[config.mk]
export PLATFORM = sky130hd
export DESIGN_NAME = srecord_loader
export DESIGN_NICKNAME = d
export VERILOG_FILES = /design/src/design/srl_pkg.sv /design/src/design/srl_front.sv /design/src/design/srl_queue.sv /design/src/design/srl_back.sv /design/src/design/srecord_loader.sv
export SDC_FILE = /design/constraint.sdc
export NUM_CORES = 1
export LEC_CHECK = 0
export BUFFER_PORTS_ARGS = -buffer_cell sky130_fd_sc_hd__buf_4
export CORE_MARGIN = 3
export CORE_UTILIZATION = 50
export CTS_CLUSTER_SIZE = 16
export DETAILED_ROUTE_END_ITERATION = 10
export PLACE_DENSITY = 0.71
export SLEW_MARGIN = 5
export SYNTH_ARGS = -nofsm -noshare
export SYNTH_HDL_FRONTEND = slang
export SYNTH_HIERARCHICAL = 1
export SYNTH_SLANG_ARGS = --single-unit
[constraint.sdc]
create_clock -name clk -period 12.3 [get_ports clk]
set_input_delay 1.845 -clock clk [delete_from_list [all_inputs] [get_ports clk]]
set_output_delay 1.845 -clock clk [all_outputs]
set_load 0.03 [all_outputs]
[src/design/srl_pkg.sv]
// ----------------------------------------------------------------------------
// srl_pkg
// Types and codes shared by the S-record loader modules.
// ----------------------------------------------------------------------------
package srl_pkg;

    typedef enum logic [1:0] {
        KIND_WRITE = 2'd0,
        KIND_DONE  = 2'd1,
        KIND_ERROR = 2'd2
    } kind_t;

    typedef enum logic [2:0] {
        ERR_NONE     = 3'd0,
        ERR_NO_S     = 3'd1,
        ERR_S1_SHORT = 3'd2,
        ERR_S9_AGAIN = 3'd3,
        ERR_S9_SHORT = 3'd4
    } err_t;

    typedef enum logic [1:0] {
        REC_OTHER = 2'd0,
        REC_S1    = 2'd1,
        REC_S9    = 2'd2
    } rec_t;

    localparam logic ACT_CHAR = 1'b0;
    localparam logic ACT_END  = 1'b1;

    typedef struct packed {
        logic       action;
        logic [7:0] text_char;
    } in_item_t;

    typedef struct packed {
        kind_t       kind;
        logic [15:0] address;
        logic [7:0]  data;
        logic        start_valid;
        err_t        error_code;
        logic [15:0] line_number;
    } out_item_t;

    // classified character as it travels from front to back
    typedef struct packed {
        logic       eoi;
        logic       newline;
        logic       is_s;
        logic       is_one;
        logic       is_nine;
        logic [3:0] nib;
    } cls_t;

endpackage

[src/design/srl_front.sv]
// ----------------------------------------------------------------------------
// srl_front
// Classifies each incoming item: end of input, newline, record letters and
// the hex value of the character.
// ----------------------------------------------------------------------------
module srl_front
    import srl_pkg::*;
(
    input  in_item_t item,
    output cls_t     cls
);

    localparam logic [7:0] CH_NL = 8'h0A;
    localparam logic [7:0] CH_S  = 8'h53;
    localparam logic [7:0] CH_1  = 8'h31;
    localparam logic [7:0] CH_9  = 8'h39;

    function automatic logic [3:0] hex_value(input logic [7:0] c);
        logic [3:0] v;
        v = 4'd0;
        if (c >= 8'h30 && c <= 8'h39)
            v = c[3:0];
        else if ((c >= 8'h41 && c <= 8'h46) || (c >= 8'h61 && c <= 8'h66))
            v = c[3:0] + 4'd9;
        return v;
    endfunction

    always_comb
    begin
        cls.eoi     = (item.action == ACT_END);
        cls.newline = (item.text_char == CH_NL);
        cls.is_s    = (item.text_char == CH_S);
        cls.is_one  = (item.text_char == CH_1);
        cls.is_nine = (item.text_char == CH_9);
        cls.nib     = hex_value(item.text_char);
    end

endmodule

[src/design/srl_queue.sv]
// ----------------------------------------------------------------------------
// srl_queue
// Short register queue between the front and the back.
// ----------------------------------------------------------------------------
module srl_queue
    import srl_pkg::*;
#(
    parameter int DEPTH = 4
)
(
    input  logic clk,
    input  logic rst_n,
    input  logic push,
    input  cls_t push_item,
    output logic full,
    input  logic pop,
    output cls_t pop_item,
    output logic empty
);

    localparam int PTR_W = (DEPTH > 1) ? $clog2(DEPTH) : 1;
    localparam int CNT_W = $clog2(DEPTH + 1);
    localparam logic [PTR_W-1:0] LAST = PTR_W'(DEPTH - 1);

    cls_t             slots_reg [DEPTH];
    logic [PTR_W-1:0] wr_ptr_reg;
    logic [PTR_W-1:0] rd_ptr_reg;
    logic [CNT_W-1:0] count_reg;
    logic [PTR_W-1:0] wr_ptr_next;
    logic [PTR_W-1:0] rd_ptr_next;
    logic [CNT_W-1:0] count_next;
    logic             do_push;
    logic             do_pop;

    assign full     = (count_reg == CNT_W'(DEPTH));
    assign empty    = (count_reg == '0);
    assign do_push  = push && !full;
    assign do_pop   = pop && !empty;
    assign pop_item = slots_reg[rd_ptr_reg];

    always_comb
    begin
        wr_ptr_next = wr_ptr_reg;
        rd_ptr_next = rd_ptr_reg;
        count_next  = count_reg;
        if (do_push)
            wr_ptr_next = (wr_ptr_reg == LAST) ? '0 : wr_ptr_reg + 1'b1;
        if (do_pop)
            rd_ptr_next = (rd_ptr_reg == LAST) ? '0 : rd_ptr_reg + 1'b1;
        if (do_push && !do_pop)
            count_next = count_reg + 1'b1;
        else if (do_pop && !do_push)
            count_next = count_reg - 1'b1;
    end

    always_ff @(posedge clk or negedge rst_n)
    begin
        if (!rst_n)
        begin
            wr_ptr_reg <= '0;
            rd_ptr_reg <= '0;
            count_reg  <= '0;
        end
        else
        begin
            wr_ptr_reg <= wr_ptr_next;
            rd_ptr_reg <= rd_ptr_next;
            count_reg  <= count_next;
        end
    end

    always_ff @(posedge clk)
    begin
        if (do_push)
            slots_reg[wr_ptr_reg] <= push_item;
    end

endmodule

[src/design/srl_back.sv]
// ----------------------------------------------------------------------------
// srl_back
// Line parser: tracks the position within a line, collects count, address
// and data digits, checks each line at its end and drives the result register.
// ----------------------------------------------------------------------------
module srl_back
    import srl_pkg::*;
(
    input  logic        clk,
    input  logic        rst_n,
    input  logic        cfg_we,
    input  logic [15:0] cfg_wdata,
    input  logic        q_empty,
    input  cls_t        q_item,
    output logic        q_pop,
    output logic        out_valid,
    output out_item_t   out_data,
    input  logic        out_stall
);

    localparam logic [9:0] POS_MAX = 10'd1023;

    logic [15:0] offset_reg;
    logic [9:0]  pos_reg,   pos_next;
    rec_t        rec_reg,   rec_next;
    logic [7:0]  count_reg, count_next;
    logic [15:0] addr_reg,  addr_next;
    logic [3:0]  hi_reg,    hi_next;
    logic        seen_reg,  seen_next;
    logic [15:0] start_reg, start_next;
    logic [15:0] line_reg,  line_next;
    logic        failed_reg, failed_next;
    logic        out_valid_reg;
    out_item_t   out_item_reg;
    logic        res_valid;
    out_item_t   res_item;

    // line close checks
    logic [7:0]  cnt_eff;
    logic [10:0] line_len;
    logic [10:0] need_len;
    logic [15:0] s9_addr;
    err_t        close_err;
    logic [8:0]  byte_idx;
    logic [15:0] wr_addr;
    logic        do_close;

    assign out_valid = out_valid_reg;
    assign out_data  = out_item_reg;
    assign q_pop     = !q_empty && (!out_valid_reg || !out_stall);

    always_comb
    begin
        cnt_eff  = (!q_item.eoi && pos_reg == 10'd3) ? {hi_reg, 4'd0} : count_reg;
        line_len = q_item.eoi ? {1'b0, pos_reg} : {1'b0, pos_reg} + 11'd1;
        need_len = 11'd4 + {2'b00, cnt_eff, 1'b0};
        s9_addr  = (!q_item.eoi && pos_reg == 10'd7) ? {addr_reg[11:0], 4'd0}
                                                    : addr_reg;
        close_err = ERR_NONE;
        unique case (rec_reg)
            REC_S1:
            begin
                if (line_len < need_len)
                    close_err = ERR_S1_SHORT;
            end
            REC_S9:
            begin
                if (seen_reg)
                    close_err = ERR_S9_AGAIN;
                else if (line_len < 11'd8)
                    close_err = ERR_S9_SHORT;
            end
            default: close_err = ERR_NONE;
        endcase
        byte_idx = 9'((pos_reg - 10'd9) >> 1);
        wr_addr  = offset_reg + addr_reg + {7'd0, byte_idx};
    end

    always_comb
    begin
        pos_next    = pos_reg;
        rec_next    = rec_reg;
        count_next  = count_reg;
        addr_next   = addr_reg;
        hi_next     = hi_reg;
        seen_next   = seen_reg;
        start_next  = start_reg;
        line_next   = line_reg;
        failed_next = failed_reg;
        res_valid   = 1'b0;
        res_item    = '0;
        do_close    = 1'b0;

        if (q_pop && !failed_reg)
        begin
            if (q_item.eoi || (pos_reg != '0 && q_item.newline))
            begin
                // end of a line: by newline or by end of input
                do_close = q_item.eoi ? (pos_reg != '0) : 1'b1;
                pos_next   = '0;
                rec_next   = REC_OTHER;
                count_next = '0;
                addr_next  = '0;
                hi_next    = '0;
                if (do_close && close_err != ERR_NONE)
                begin
                    failed_next          = 1'b1;
                    res_valid            = 1'b1;
                    res_item.kind        = KIND_ERROR;
                    res_item.error_code  = close_err;
                    res_item.line_number = line_reg;
                end
                else
                begin
                    if (do_close)
                    begin
                        if (rec_reg == REC_S9)
                        begin
                            seen_next  = 1'b1;
                            start_next = s9_addr;
                        end
                        if (line_reg != 16'hFFFF)
                            line_next = line_reg + 16'd1;
                    end
                    if (q_item.eoi)
                    begin
                        res_valid = 1'b1;
                        res_item.kind = KIND_DONE;
                        if (do_close && rec_reg == REC_S9)
                        begin
                            res_item.address     = s9_addr;
                            res_item.start_valid = 1'b1;
                        end
                        else if (seen_reg)
                        begin
                            res_item.address     = start_reg;
                            res_item.start_valid = 1'b1;
                        end
                    end
                end
            end
            else if (pos_reg == '0)
            begin
                rec_next   = REC_OTHER;
                count_next = '0;
                addr_next  = '0;
                hi_next    = '0;
                if (!q_item.is_s)
                begin
                    failed_next          = 1'b1;
                    res_valid            = 1'b1;
                    res_item.kind        = KIND_ERROR;
                    res_item.error_code  = ERR_NO_S;
                    res_item.line_number = line_reg;
                end
                else
                    pos_next = 10'd1;
            end
            else
            begin
                priority if (pos_reg == 10'd1)
                    rec_next = q_item.is_one ? REC_S1 : (q_item.is_nine ? REC_S9 : REC_OTHER);
                else if (pos_reg == 10'd2)
                    hi_next = q_item.nib;
                else if (pos_reg == 10'd3)
                    count_next = {hi_reg, q_item.nib};
                else if (pos_reg <= 10'd7)
                    addr_next = {addr_reg[11:0], q_item.nib};
                else if (!pos_reg[0])
                    hi_next = q_item.nib;
                else if (rec_reg == REC_S1 && count_reg >= 8'd3)
                begin
                    if (byte_idx < {1'b0, count_reg - 8'd3})
                    begin
                        res_valid        = 1'b1;
                        res_item.kind    = KIND_WRITE;
                        res_item.address = wr_addr;
                        res_item.data    = {hi_reg, q_item.nib};
                    end
                end
                if (pos_reg < POS_MAX)
                    pos_next = pos_reg + 10'd1;
            end
        end
    end

    always_ff @(posedge clk or negedge rst_n)
    begin
        if (!rst_n)
        begin
            offset_reg    <= '0;
            pos_reg       <= '0;
            rec_reg       <= REC_OTHER;
            count_reg     <= '0;
            addr_reg      <= '0;
            hi_reg        <= '0;
            seen_reg      <= 1'b0;
            start_reg     <= '0;
            line_reg      <= 16'd1;
            failed_reg    <= 1'b0;
            out_valid_reg <= 1'b0;
        end
        else
        begin
            if (cfg_we)
                offset_reg <= cfg_wdata;
            pos_reg    <= pos_next;
            rec_reg    <= rec_next;
            count_reg  <= count_next;
            addr_reg   <= addr_next;
            hi_reg     <= hi_next;
            seen_reg   <= seen_next;
            start_reg  <= start_next;
            line_reg   <= line_next;
            failed_reg <= failed_next;
            if (res_valid)
                out_valid_reg <= 1'b1;
            else if (!out_stall)
                out_valid_reg <= 1'b0;
        end
    end

    always_ff @(posedge clk)
    begin
        if (res_valid)
            out_item_reg <= res_item;
    end

endmodule

[src/design/srecord_loader.sv]
// ----------------------------------------------------------------------------
// srecord_loader
// Streaming S1/S9 record loader with a decoupled classifier and parser.
// ----------------------------------------------------------------------------
// The input channel (in_valid, in_stall, in_data) takes one item per cycle while
// in_stall is low: a text character or an end-of-input marker. The output channel
// (out_valid, out_stall, out_data) gives at most one result per item: a memory write for
// each data byte of an S1 line, success at end of input (with the start address once
// an S9 line has given one), or an error, after which the block is silent until reset.
// The front classifies each item and pushes it into a queue of QUEUE_DEPTH
// entries; the back pops one entry per cycle unless a pending result is stalled,
// and loads the output register. An accepted item waits in a queue slot before
// the back registers its result there.
// Throughput: one item per cycle while neither channel stalls.
// When the receiver stalls a pending result, the output register holds and the back stops
// popping; the queue keeps accepting until full, then in_stall is raised.
// cfg_we/cfg_wdata write the load offset; write it only while idle.
// Reset empties the queue, clears the line state and the load offset,
// forgets any start address and sets the line counter to one.
// ----------------------------------------------------------------------------
module srecord_loader
    import srl_pkg::*;
#(
    parameter int QUEUE_DEPTH = 4
)
(
    input  logic        clk,
    input  logic        rst_n,
    input  logic        cfg_we,
    input  logic [15:0] cfg_wdata,
    input  logic        in_valid,
    output logic        in_stall,
    input  in_item_t    in_data,
    output logic        out_valid,
    input  logic        out_stall,
    output out_item_t   out_data
);

    cls_t front_cls;
    cls_t q_item;
    logic q_full;
    logic q_empty;
    logic q_pop;

    assign in_stall = q_full;

    srl_front u_front
    (
        .item (in_data),
        .cls  (front_cls)
    );

    srl_queue #(.DEPTH(QUEUE_DEPTH)) u_queue
    (
        .clk       (clk),
        .rst_n     (rst_n),
        .push      (in_valid),
        .push_item (front_cls),
        .full      (q_full),
        .pop       (q_pop),
        .pop_item  (q_item),
        .empty     (q_empty)
    );

    srl_back u_back
    (
        .clk       (clk),
        .rst_n     (rst_n),
        .cfg_we    (cfg_we),
        .cfg_wdata (cfg_wdata),
        .q_empty   (q_empty),
        .q_item    (q_item),
        .q_pop     (q_pop),
        .out_valid (out_valid),
        .out_data  (out_data),
        .out_stall (out_stall)
    );

endmodule

==> impl_results.html <==
<table>
<tr><th>Metric</th><th>Value</th></tr>
<tr><th colspan="2">Synthesis</th></tr>
<tr><td>Adder-cell area share of the yosys netlist</td><td>8.91%</td></tr>
<tr><td>Leading cell type by number of instances after synthesis</td><td>dfrtp_1</td></tr>
<tr><td>Ys async rst share</td><td>54.4%</td></tr>
<tr><td>Synthesized area per cell</td><td>11.2 um2</td></tr>
<tr><td>Mapped Cells</td><td>898</td></tr>
<tr><td>Dominant combinational cell family by area after synthesis</td><td>simple AND/OR/NAND/NOR gates</td></tr>
<tr><td>Number of nets produced by synthesis</td><td>993</td></tr>
<tr><td>Synth Flop Type</td><td>dfrtp_1</td></tr>
<tr><td>Number of flops mapped to enable cells by yosys</td><td>82</td></tr>
<tr><td>Share of the synthesized area in the top cell type</td><td>24.5%</td></tr>
<tr><td>Multiplexer share of the synthesized area</td><td>8.77%</td></tr>
<tr><td>Synthesized-area fraction occupied by and/or/nand/nor cells</td><td>14.8%</td></tr>
<tr><td>Flop and latch count out of synthesis</td><td>180</td></tr>
<tr><td>Synth cell count leaders</td><td>97 x dfrtp_1, 89 x nand2_1, 82 x edfxtp_1</td></tr>
<tr><td>Combined area of all synthesized cells</td><td>10,100 um2</td></tr>
<tr><td>Unique cell type count in the Yosys netlist</td><td>76</td></tr>
<tr><td>Share of synthesized area occupied by flip-flops and latches</td><td>48.9%</td></tr>
<tr><td>Largest area contributor in the synthesized netlist</td><td>edfxtp_1</td></tr>
<tr><td>Area share of xor/xnor cells in the synthesized design</td><td>5.14%</td></tr>
<tr><td>Count of warnings emitted by yosys</td><td>6</td></tr>
<tr><td>Top area cells in the synthesized netlist</td><td>edfxtp_1 24%, dfrtp_1 24%, ha_1 6.7%</td></tr>
<tr><td>Complex-gate fraction of the synthesized area</td><td>10.2%</td></tr>
<tr><th colspan="2">Route</th></tr>
<tr><td>Count of unresolved DRC violations after routing</td><td>0</td></tr>
<tr><td>Post-DR vias/cell</td><td>5.65</td></tr>
<tr><td>Detailed-route wire length per cell</td><td>17.7 um</td></tr>
<tr><td>Post-route ant nets</td><td>0</td></tr>
<tr><td>Sum of routed wire length over all layers</td><td>21,900 um</td></tr>
<tr><td>DR vias</td><td>6,972</td></tr>
<tr><td>Starting DRC count in detailed routing</td><td>420</td></tr>
<tr><td>Detailed-routing iteration count for the pre-antenna-repair pass</td><td>5</td></tr>
<tr><th colspan="2">Final layout</th></tr>
<tr><td>Area used by multi-input combinational logic</td><td>4830 um2</td></tr>
<tr><td>Fraction of layout cells with a size suffix above 1</td><td>18.8%</td></tr>
<tr><td>N_diodes</td><td>0</td></tr>
<tr><td>Area Growth Syn to Fin</td><td>13.7%</td></tr>
<tr><td>Fill count</td><td>1,655</td></tr>
<tr><td>Flip-flop count of the largest register, all copies and words added</td><td>46</td></tr>
<tr><td>Nets@finish</td><td>1,051</td></tr>
<tr><td>Sequential cell area</td><td>4920 um2</td></tr>
<tr><th colspan="2">Clock tree</th></tr>
<tr><td>Post-CTS Setup Bufs</td><td>0</td></tr>
<tr><td>Worst skew pair latency</td><td>430 ps</td></tr>
<tr><td>Worst-case clock buffer depth</td><td>2</td></tr>
<tr><td>CTS tree</td><td>yes</td></tr>
<tr><td>Total of hold buffers inserted after clock tree synthesis</td><td>0</td></tr>
<tr><td>Clock root buffer</td><td>clkbuf_16</td></tr>
<tr><td>Number of buffers created by CTS</td><td>17</td></tr>
<tr><td>H-Tree Level Count</td><td>4</td></tr>
<tr><td>CTS-repair resized insts</td><td>0</td></tr>
<tr><td>Number of sinks driven by the clock tree</td><td>180</td></tr>
<tr><td>Register clock-pin slew on the reported worst setup and hold paths</td><td>60 ps</td></tr>
<tr><th colspan="2">Global routing</th></tr>
<tr><td>Global routing usage summed across all routing layers</td><td>20.6%</td></tr>
<tr><td>Number of antenna violations at the first check in global routing</td><td>0</td></tr>
<tr><td>Wire length of the first global-routing pass</td><td>35,600 um</td></tr>
<tr><td>Number of global-route vias before repair</td><td>6,698</td></tr>
<tr><td>Overflow left after global routing</td><td>0</td></tr>
<tr><td>Pin count of the biggest net entering global routing</td><td>61</td></tr>
<tr><th colspan="2">Critical path</th></tr>
<tr><td>Crit Reg-Reg Startpoint</td><td>u_queue/rd_ptr_reg[0]</td></tr>
<tr><td>Endpoint arrival time on the critical path</td><td>5810 ps</td></tr>
<tr><td>Register-to-Register Setup Slack</td><td>6560 ps</td></tr>
<tr><td>Worst Setup Start Kind</td><td>register</td></tr>
<tr><td>Launch point of the worst path</td><td>u_queue/rd_ptr_reg[0]</td></tr>
<tr><td>Crit Path Category</td><td>register to register</td></tr>
<tr><td>Maximum net fanout on the critical path</td><td>38</td></tr>
<tr><td>CP endpoint kind</td><td>register</td></tr>
<tr><td>Worst endpoint required time</td><td>12,360 ps</td></tr>
<tr><td>Worst r2r path cells</td><td>17</td></tr>
<tr><td>Endpoint of the most critical register-to-register path</td><td>u_back/out_data[34]</td></tr>
<tr><th colspan="2">Worst hold path</th></tr>
<tr><td>Worst hold path class</td><td>register to register</td></tr>
<tr><td>Endpoint, Worst Hold</td><td>u_back/hi_reg[2]</td></tr>
<tr><td>Number of cells on the worst hold path</td><td>2</td></tr>
<tr><td>Start point of the worst hold path</td><td>u_back/hi_reg[2]</td></tr>
<tr><th colspan="2">Die</th></tr>
<tr><td>Total die area</td><td>21,800 um2</td></tr>
<tr><td>Initial Util</td><td>51.3%</td></tr>
<tr><td>Number of top-level pins</td><td>78</td></tr>
<tr><td>Vertical die dimension</td><td>148 um</td></tr>
<tr><td>Area of the core</td><td>19,600 um2</td></tr>
<tr><td>Horizontal extent of the die</td><td>148 um</td></tr>
<tr><td>Standard-cell row count</td><td>51</td></tr>
<tr><th colspan="2">Timing</th></tr>
<tr><td>Final clock period utilization by the worst path</td><td>46.7%</td></tr>
<tr><td>Worst rel slew slack</td><td>29.4%</td></tr>
<tr><td>Setup violations, final</td><td>0</td></tr>
<tr><td>Final critical delay including setup and external delays</td><td>5740 ps</td></tr>
<tr><td>Unrepaired setup endpoints after global routing</td><td>false</td></tr>
<tr><td>Transition time at the pin with the least slew margin</td><td>1050 ps</td></tr>
<tr><td>Total Neg Setup Slack</td><td>0 ps</td></tr>
<tr><td>Clock tree skew after final layout</td><td>9.85 ps</td></tr>
<tr><td>Number of endpoints with negative hold slack in the final report</td><td>0</td></tr>
<tr><td>Number of slew-limit violations in the final report</td><td>0</td></tr>
<tr><td>Highest attainable clock frequency</td><td>0.174 GHz</td></tr>
<tr><th colspan="2">Power and ir drop</th></tr>
<tr><td>Overall Power</td><td>1.51 mW</td></tr>
<tr><td>IR drop worst, VDD</td><td>0.126 mV</td></tr>
<tr><td>Pwr Density</td><td>132 nW/um2</td></tr>
<tr><td>Total leakage power</td><td>4.66 nW</td></tr>
<tr><th colspan="2">Flow run</th></tr>
<tr><td>Max-cap violations</td><td>0</td></tr>
<tr><th colspan="2">Place</th></tr>
<tr><td>Count of input and output buffers</td><td>77</td></tr>
<tr><td>HPWL Detailed</td><td>15,800 um</td></tr>
<tr><td>Global placer's final weighted congestion</td><td>0.904</td></tr>
<tr><th colspan="2">Outcome</th></tr>
<tr><td>Status</td><td>complete, no violations</td></tr>
</table>
## placed cells by master, fill, tap and decap left out, drive strengths merged, types with 8 or more instances in the layout
| master | count |
|---|---|
| xor2 | 26 |
| nand4 | 11 |
| clkbuf | 26 |
| buf | 84 |
| edfxtp | 82 |
| nor2 | 47 |
| nor3b | 17 |
| xnor2 | 33 |
| o31ai | 15 |
| nor3 | 13 |
| inv | 40 |
| a21o | 8 |
| dfrtp | 97 |
| mux4 | 9 |
| and2 | 17 |
| ha | 54 |
| mux2i | 12 |
| and3 | 21 |
| fa | 11 |
| a21oi | 28 |
| nand2 | 89 |
| nand3 | 24 |
| nand2b | 8 |
| mux2 | 49 |
| o21ai | 58 |
| o22ai | 14 |
## area by class of cell
type | count | area share, %
Tap cell | 265 | 2.90
Multi-Input combinational cell | 635 | 42.2
Inverter | 38 | 1.25
Clock buffer | 26 | 4.48
Timing Repair Buffer | 84 | 5.52
Sequential cell | 180 | 43.0
Clock inverter | 6 | 0.591
## worst max path at each step
stage | end | slack (ps) | depth (start not counted)
3_3_place_gp | u_back/out_data[40] | 6600 | 17
3_5_place_dp | u_back/out_data[33] | 6530 | 17
5_1_grt | u_back/out_data[34] | 6140 | 17
4_1_cts | u_back/out_data[33] | 6520 | 17
2_1_floorplan | u_back/out_data[0] | 5700 | 18
6_report | u_back/out_data[34] | 6560 | 17
## power by group
part           internal (mW)  switching, mW  total, mW  leakage (nW)
combinational          0.120          0.146      0.266          2.41
clock                  0.310          0.226      0.536         0.284
sequential             0.672         0.0395      0.711          1.96
total                   1.10          0.411       1.51          4.66
## per-layer routing
layer  wire, um  GRT usage [%]
met1       9900           27.6
met2      10400           33.6
met4        546           6.80
met5          0              0
met3       1050           4.41
## logic make-up after synthesis
| kind of cell | count (synthesis) |
|---|---|
| simple gates | 282 |
| flops | 180 |
| compound gates | 159 |
| buf+inv | 83 |
| mux | 70 |
| fa+ha+maj | 65 |
| xor+xnor | 59 |
## stage by stage
stage	std cells	hold slack, ps	worst slack, ps	utilization, %	cell area [um2]
6_report	1234	481	6560	58.3	11400
5_1_grt	1234	507	6140	58.3	11400
4_1_cts	1234	488	6520	58.3	11400
3_5_place_dp	1202	473	6530	55.4	10800
3_3_place_gp	1202	463	6600	55.4	10800
2_1_floorplan	898	450	5700	-	10100
## critical path, cell delays in order (launching register included)
cell and delay (ps):
dfrtp_1 740, mux4_2 800, or4_4 700, and2_1 220, ha_1 220, nand3_1 100, xor2_1 150, nand2_1 60
o21ai_0 70, ha_1 280, a21oi_1 150, o21ai_0 100, a211o_1 310, o21ai_1 210, a31o_4 180, o22ai_1 140
a21oi_4 410, buf_4 500
No activity file was read; power rests on OpenSTA's default activity.
